<file path="src/hw/rtl/tsop_pkg.sv">
// Shared types and constants for the one-shot temperature sensor poller.
// Beat layouts, command codes and configuration register indexes.
// No dependencies.
package tsop_pkg;

    localparam int ADDR_W    = 7;
    localparam int LIMIT_W   = 16;
    localparam int COUNT_W   = 17;
    localparam int BYTE_W    = 8;
    localparam int CMD_W     = 2;
    localparam int TDATA_W   = 24;
    localparam int CFG_IDX_W = 1;
    localparam int CFG_DATA_W = LIMIT_W;

    localparam logic [LIMIT_W-1:0] ERROR_LIMIT_RST = 16'd2000;

    typedef enum logic [CMD_W-1:0] {
        CMD_NONE    = 2'd0,
        CMD_TRIGGER = 2'd1,
        CMD_READ    = 2'd2
    } t_cmd;

    localparam logic [CFG_IDX_W-1:0] CFG_DEVICE_ADDRESS = 1'd0;
    localparam logic [CFG_IDX_W-1:0] CFG_ERROR_LIMIT    = 1'd1;

    // Input beat, lowest bit first: bus_accepts, result_present,
    // result_error, rx_high, rx_low, zero fill.
    typedef struct packed {
        logic [4:0]        pad;
        logic [BYTE_W-1:0] rx_low;
        logic [BYTE_W-1:0] rx_high;
        logic              result_error;
        logic              result_present;
        logic              bus_accepts;
    } t_in_beat;

    // Output beat, lowest bit first: command, target_address, bus_reset,
    // temp_valid, temperature, zero fill.
    typedef struct packed {
        logic [4:0]               pad;
        logic signed [BYTE_W-1:0] temperature;
        logic                     temp_valid;
        logic                     bus_reset;
        logic [ADDR_W-1:0]        target_address;
        t_cmd                     command;
    } t_out_beat;

endpackage

</file>
<file path="src/hw/rtl/temp_sensor_oneshot_poller_core.sv">
// Top level of the one-shot temperature sensor poller.
// Uses tsop_pkg for beat layouts, command codes and register indexes.
//
// One poll tick enters per beat and yields exactly one result beat. A beat can
// be accepted every clock cycle when the output side is not stalled; each tick
// is held in the input register and leaves through the result register, which
// offers its result downstream. The four-phase sequencer, the failure counter
// compare and the conversion of the received word to whole degrees all sit in
// the single stage between those two registers. The result register doubles as
// the output buffer, so a new tick is taken while a finished result still
// waits. Configuration writes (device_address at index 0, error_limit at
// index 1) must be made while no tick is in flight.
module temp_sensor_oneshot_poller_core (
    input  logic                               i_clk,
    input  logic                               i_rst_n,
    input  logic                               i_s_tvalid,
    output logic                               o_s_tready,
    // bus_accepts, result_present, result_error, rx_high, rx_low, zero fill
    input  logic [tsop_pkg::TDATA_W-1:0]       i_s_tdata,
    output logic                               o_m_tvalid,
    input  logic                               i_m_tready,
    // command, target_address, bus_reset, temp_valid, temperature, zero fill
    output logic [tsop_pkg::TDATA_W-1:0]       o_m_tdata,
    input  logic                               i_cfg_we,
    input  logic [tsop_pkg::CFG_IDX_W-1:0]     i_cfg_addr,
    input  logic [tsop_pkg::CFG_DATA_W-1:0]    i_cfg_wdata
);

    typedef enum logic [1:0] {
        PH_IDLE      = 2'd0,
        PH_TRIG_WAIT = 2'd1,
        PH_READY     = 2'd2,
        PH_READ_WAIT = 2'd3
    } t_phase;

    logic                                r_in_valid;
    tsop_pkg::t_in_beat                  r_in;
    logic                                r_out_valid;
    tsop_pkg::t_out_beat                 r_out;
    tsop_pkg::t_out_beat                 n_out;
    t_phase                              r_phase;
    t_phase                              n_phase;
    logic [tsop_pkg::COUNT_W-1:0]        r_fail_count;
    logic [tsop_pkg::COUNT_W-1:0]        n_fail_count;
    logic [tsop_pkg::COUNT_W-1:0]        w_fail_inc;
    logic [tsop_pkg::ADDR_W-1:0]         r_device_address;
    logic [tsop_pkg::LIMIT_W-1:0]        r_error_limit;
    logic                                w_adv;
    logic signed [tsop_pkg::BYTE_W-1:0]  w_degrees;

    // Move the held tick into the result register when that slot is free.
    assign w_adv      = r_in_valid && (!r_out_valid || i_m_tready);
    assign o_s_tready = !r_in_valid || w_adv;
    assign o_m_tvalid = r_out_valid;
    assign o_m_tdata  = r_out;

    always_ff @(posedge i_clk) begin
        if (!i_rst_n) begin
            r_in_valid <= 1'b0;
        end else if (o_s_tready) begin
            r_in_valid <= i_s_tvalid;
        end
        if (i_s_tvalid && o_s_tready) begin
            r_in <= tsop_pkg::t_in_beat'(i_s_tdata);
        end
    end

    always_ff @(posedge i_clk) begin
        if (!i_rst_n) begin
            r_device_address <= '0;
            r_error_limit    <= tsop_pkg::ERROR_LIMIT_RST;
        end else if (i_cfg_we) begin
            unique case (i_cfg_addr)
                tsop_pkg::CFG_DEVICE_ADDRESS: begin
                    r_device_address <= i_cfg_wdata[tsop_pkg::ADDR_W-1:0];
                end
                tsop_pkg::CFG_ERROR_LIMIT: begin
                    r_error_limit <= i_cfg_wdata;
                end
                default: begin
                end
            endcase
        end
    end

    assign w_fail_inc = r_fail_count + 1'b1;

    // Signed word / 256 toward zero: high byte, bumped up when negative
    // and the low byte leaves a remainder.
    assign w_degrees = $signed(r_in.rx_high)
                     + $signed({7'd0, r_in.rx_high[7] && (r_in.rx_low != '0)});

    always_comb begin
        n_phase      = r_phase;
        n_fail_count = r_fail_count;
        n_out        = '0;
        n_out.command = tsop_pkg::CMD_NONE;
        unique case (r_phase)
            PH_IDLE: begin
                n_out.command = tsop_pkg::CMD_TRIGGER;
                if (r_in.bus_accepts) begin
                    n_phase = PH_TRIG_WAIT;
                end
            end
            PH_TRIG_WAIT: begin
                if (r_in.result_present) begin
                    if (r_in.result_error) begin
                        n_phase = PH_IDLE;
                        if (w_fail_inc > {1'b0, r_error_limit}) begin
                            n_out.bus_reset = 1'b1;
                            n_fail_count    = '0;
                        end else begin
                            n_fail_count = w_fail_inc;
                        end
                    end else begin
                        n_phase      = PH_READY;
                        n_fail_count = '0;
                    end
                end
            end
            PH_READY: begin
                n_out.command = tsop_pkg::CMD_READ;
                if (r_in.bus_accepts) begin
                    n_phase = PH_READ_WAIT;
                end
            end
            PH_READ_WAIT: begin
                if (r_in.result_present) begin
                    if (r_in.result_error) begin
                        // retry the read, errors here are not counted
                        n_phase = PH_READY;
                    end else begin
                        n_out.temp_valid  = 1'b1;
                        n_out.temperature = w_degrees;
                        n_phase           = PH_IDLE;
                    end
                end
            end
            default: begin
                n_phase = PH_IDLE;
            end
        endcase
        if (n_out.command != tsop_pkg::CMD_NONE) begin
            n_out.target_address = r_device_address;
        end
    end

    always_ff @(posedge i_clk) begin
        if (!i_rst_n) begin
            r_phase      <= PH_IDLE;
            r_fail_count <= '0;
            r_out_valid  <= 1'b0;
        end else begin
            if (w_adv) begin
                r_phase      <= n_phase;
                r_fail_count <= n_fail_count;
                r_out_valid  <= 1'b1;
            end else if (i_m_tready) begin
                r_out_valid <= 1'b0;
            end
        end
        if (w_adv) begin
            r_out <= n_out;
        end
    end

    // Count never reaches the top bit: it is cleared once past a 16-bit limit.
    a_count_bounded: assert property (@(posedge i_clk) disable iff (!i_rst_n)
        r_fail_count[tsop_pkg::COUNT_W-1] == 1'b0)
        else $error("fail count overflowed its range");

    a_reset_clears_count: assert property (@(posedge i_clk) disable iff (!i_rst_n)
        w_adv && n_out.bus_reset |=> r_fail_count == '0)
        else $error("bus reset without clearing the fail count");

    a_phase_holds: assert property (@(posedge i_clk) disable iff (!i_rst_n)
        !w_adv |=> $stable(r_phase) && $stable(r_fail_count))
        else $error("poller state moved without a tick");

    a_reading_no_cmd: assert property (@(posedge i_clk) disable iff (!i_rst_n)
        r_out_valid && r_out.temp_valid |->
            r_out.command == tsop_pkg::CMD_NONE && !r_out.bus_reset)
        else $error("reading delivered together with a command or reset");

    a_addr_only_with_cmd: assert property (@(posedge i_clk) disable iff (!i_rst_n)
        r_out_valid && r_out.command == tsop_pkg::CMD_NONE |->
            r_out.target_address == '0)
        else $error("target address driven without a command");

endmodule
</file>
<file path="config.mk">
export PLATFORM = sky130hd
export DESIGN_NAME = temp_sensor_oneshot_poller_core
export DESIGN_NICKNAME = d
export VERILOG_FILES = /design/src/hw/rtl/tsop_pkg.sv /design/src/hw/rtl/temp_sensor_oneshot_poller_core.sv
export SDC_FILE = /design/constraint.sdc
export NUM_CORES = 1
export LEC_CHECK = 0
export ABC_AREA = 1
export BUFFER_PORTS_ARGS = -buffer_cell sky130_fd_sc_hd__buf_2
export CAP_MARGIN = 30
export CORE_MARGIN = 8
export CORE_UTILIZATION = 60
export CTS_CLUSTER_DIAMETER = 30
export DETAILED_ROUTE_END_ITERATION = 8
export PLACE_DENSITY_LB_ADDON = 0.2
export SKIP_LAST_GASP = 1
export SYNTH_ARGS = -nofsm -noshare
export SYNTH_HDL_FRONTEND = slang
export SYNTH_SLANG_ARGS = --single-unit
</file>
<file path="constraint.sdc">
create_clock -name i_clk -period 7.34 [get_ports i_clk]
set_input_delay 1.468 -clock i_clk [delete_from_list [all_inputs] [get_ports i_clk]]
set_output_delay 1.468 -clock i_clk [all_outputs]
set_load 0.02 [all_outputs]
</file>
==> flow_summary.ini <==
[status]
outcome = finished, final reports clean

[setup_path]
max_stage_delay_ps = 180
startpoint_type = input pin
crit_fanout = 3
timing.rr.end = r_fail_count[5]$_SDFFE_PN0P_
worstPathBufferInverterCount = 3
path_cells = buf_2, inv_1, nand3_1, buf_2
critPathSlowestCell = buf_2
cp-end-kind = output port
path_class = in2out
arrival_ps = 1900
crit_top_cell = buf_2
worst-r2r-setup-slack_ps = 4140
worst_ep_required_time_ps = 5870
reg2reg_depth = 19
cp_top_family = buffers and inverters
r2r-start = r_fail_count[0]$_SDFFE_PN0P_

[routing]
viasPerCell = 5.04
num_vias = 2981
drt-wirelength-per-cell_um = 13.0
final_antenna_net_count = 0
route.detailed.drc = 0
drtPass1Iterations = 4
routed_wl_um = 7670
drt_iter0_drc = 119

[clocking]
cts-htree-levels = 3
clock_latency_ps = 360
clkTransAtPathRegs_ps = 80
numCtsBuffers = 9
cts_buffer_depth = 2
tritoncts = done
cts_resized = 0
cts_setup_buffers = 0
cts.sinks = 82
clock-root-buffer = clkbuf_8
postCtsHoldBufs = 0

[power]
power_switching_uw = 213
vdd_ir_drop_max_uv = 136
clkPwrFrac = 0.334
switching_share = 0.248
power.static_leakage_nw = 1.92
finalPower_uw = 857
p_int_uw = 644
combinationalPowerShare = 0.075
power_density_mw_per_mm2 = 194
pwr-share-seq = 0.590

[global_route]
grt_pass1_wl_um = 12900
grt_util_all_layers = 0.166
grt_max_degree = 26
antenna_found_initial = 0
grt-ovfl-total = 0
grt_pass1_vias = 2899

[place]
dp_hpwl_um = 5740
routabilityCongestion = 0.856
portBuffers = 61

[timing]
worst_slew_pin_slew_ps = 801
drv_slew = 0
setup_viol = 0
max_slew_margin = 0.465
fin_crit_ps = 3370
hold_viol = 0
rsz0062_at_grt = no
finClkSkew_ps = 12.1
max_clock_freq_ghz = 0.297
finalCritPeriodShare = 0.459
finalSetupTns_ps = 0

[worst_hold_path]
holdCritPathClass = reg2reg
hp-start = r_device_address[5]$_SDFFE_PN0P_
whs_endpoint = r_device_address[5]$_SDFFE_PN0P_
worst_hold_path.num_cells = 2

[die]
dieArea_sq_mm = 0.00940
die_w_um = 97.0
start_util = 0.620
fp-row-count = 29
io_pins = 72
die_y_um = 97.0
core_sq_mm = 0.00635

[synth]
avgSynthCellArea_sq_um = 8.74
syn_area_sq_mm = 0.00393
ys.flop_type = dfxtp_1
syn_inst = 450
yosysUniqueCellTypes = 35
synth-async-reset-ratio = 0
ys_ff_latch = 82
synth_edf_count = 38
ys_seq_area_frac = 0.514
synth_warnings = 0

[layout]
drive_gt1_frac = 0.200
area_delta_synth_final_pct = 12.2
antenna-diode-count = 0
nNetsFinal = 574

[run]
drv_cap = 0
registers in the layout, summed over array words and instances (netlist names):
register          count
o_m_tdata            19
r_error_limit        16
r_phase               2
r_in                 19
o_m_tvalid            1
r_device_address      7
r_fail_count         17
r_in_valid            1
layer usage:
| layer | GRT usage | part of all wire | vias to the layer above |
|---|---|---|---|
| li1 | - | - | 1568 |
| met1 | 0.187 | 0.44 | 1335 |
| met2 | 0.279 | 0.49 | 66 |
| met3 | 0.0548 | 0.057 | 12 |
| met4 | 0.0698 | 0.015 | 0 |
| met5 | 0 | 0 | - |
cell usage in the layout (no fill, tap or decap), types with 2 or more instances in the layout:
master / instances
a21oi_1: 36
a21oi_2: 9
buf_2: 61
clkbuf_8: 9
clkinv_2: 2
clkinvlp_4: 2
conb_1: 5
dfxtp_1: 44
edfxtp_1: 38
ha_1: 19
inv_1: 73
nand2_1: 76
nand2_2: 10
nand3_1: 13
nor2_1: 46
nor3_1: 7
nor3_2: 2
nor3b_1: 2
nor4_1: 5
o211ai_1: 6
o21ai_0: 22
or2_2: 2
xor2_1: 11
synth_stat cells, types with 2 or more instances:
| master | number | area, sq um |
|---|---|---|
| clkbuf_1 | 9 | 33.8 |
| nor3_2 | 2 | 20.0 |
| nor3_1 | 7 | 35.0 |
| a21oi_1 | 36 | 180 |
| nand2_1 | 76 | 285 |
| buf_4 | 5 | 37.5 |
| nor4_1 | 5 | 31.3 |
| inv_1 | 73 | 274 |
| nor3b_1 | 2 | 15.0 |
| nor2_1 | 46 | 173 |
| a21oi_2 | 9 | 78.8 |
| o21ai_0 | 22 | 110 |
| nand2_2 | 10 | 62.6 |
| or2_2 | 2 | 12.5 |
| o211ai_1 | 6 | 45.0 |
| ha_1 | 19 | 238 |
| dfxtp_1 | 44 | 881 |
| nand3_1 | 13 | 65.1 |
| xor2_1 | 11 | 96.3 |
| edfxtp_1 | 38 | 1140 |
power groups by stage:
stage / clock network, mW / registers (mW) / logic, mW
3_3_place_gp: 0 / 0.516 / 0.0622
5_1_grt: 0.311 / 0.508 / 0.0734
3_5_place_dp: 0 / 0.516 / 0.0645
6_report: 0.286 / 0.506 / 0.0645
4_1_cts: 0.292 / 0.506 / 0.0650
2_1_floorplan: 0 / 0.520 / 0.0385
worst register-to-register path, delay by kind of cell (launching register included):
family	cells	cell delay [ps]
and+or+nand+nor	13	1670
adders and majority gates	2	520
DFF	1	430
xor gates and xnor gates	1	240
buffers and inverters	2	140
AOI/OAI and AO/OA	1	60
per-stage QoR:
step | std cells | area (sq um) | hold WS [ps] | utilization | setup slack [ps]
after CTS | 591 | 4410 | 458 | 0.695 | 3970
after floorplan | 454 | 3950 | 430 | - | 4150
after global placement | 575 | 4240 | 439 | 0.668 | 3970
final | 591 | 4410 | 458 | 0.695 | 3970
after global routing | 591 | 4410 | 485 | 0.695 | 3760
after detailed placement | 575 | 4240 | 446 | 0.668 | 3970
area by class of cell:
class / count / area [sq um]
inverter: 74 / 278
timing repair buffer: 61 / 305
fill: 494 / 1940
tap: 77 / 96.3
clock buffer: 10 / 128
multi-input combinational: 281 / 1540
clock inverter: 6 / 42.5
sequential: 82 / 2020
how the worst max path moves through the flow:
stage               cells past startpoint                         start                            to
finish                                  4                    i_m_tready                    o_s_tready
global route                           19  r_fail_count[0]$_SDFFE_PN0P_  r_fail_count[1]$_SDFFE_PN0P_
CTS                                     4                    i_m_tready                    o_s_tready
detailed placement                      4                    i_m_tready                    o_s_tready
global placement                        4                    i_m_tready                    o_s_tready
floorplan                               2                    i_m_tready                    o_s_tready
kinds of logic after synthesis:
kind of cell	synth area share
buf+inv	0.0980
compound gates	0.112
fa+ha+maj	0.0604
flops	0.514
simple gates	0.190
xor+xnor	0.0245
other cells	0.000953
No activity file was read; power rests on OpenSTA's default activity.
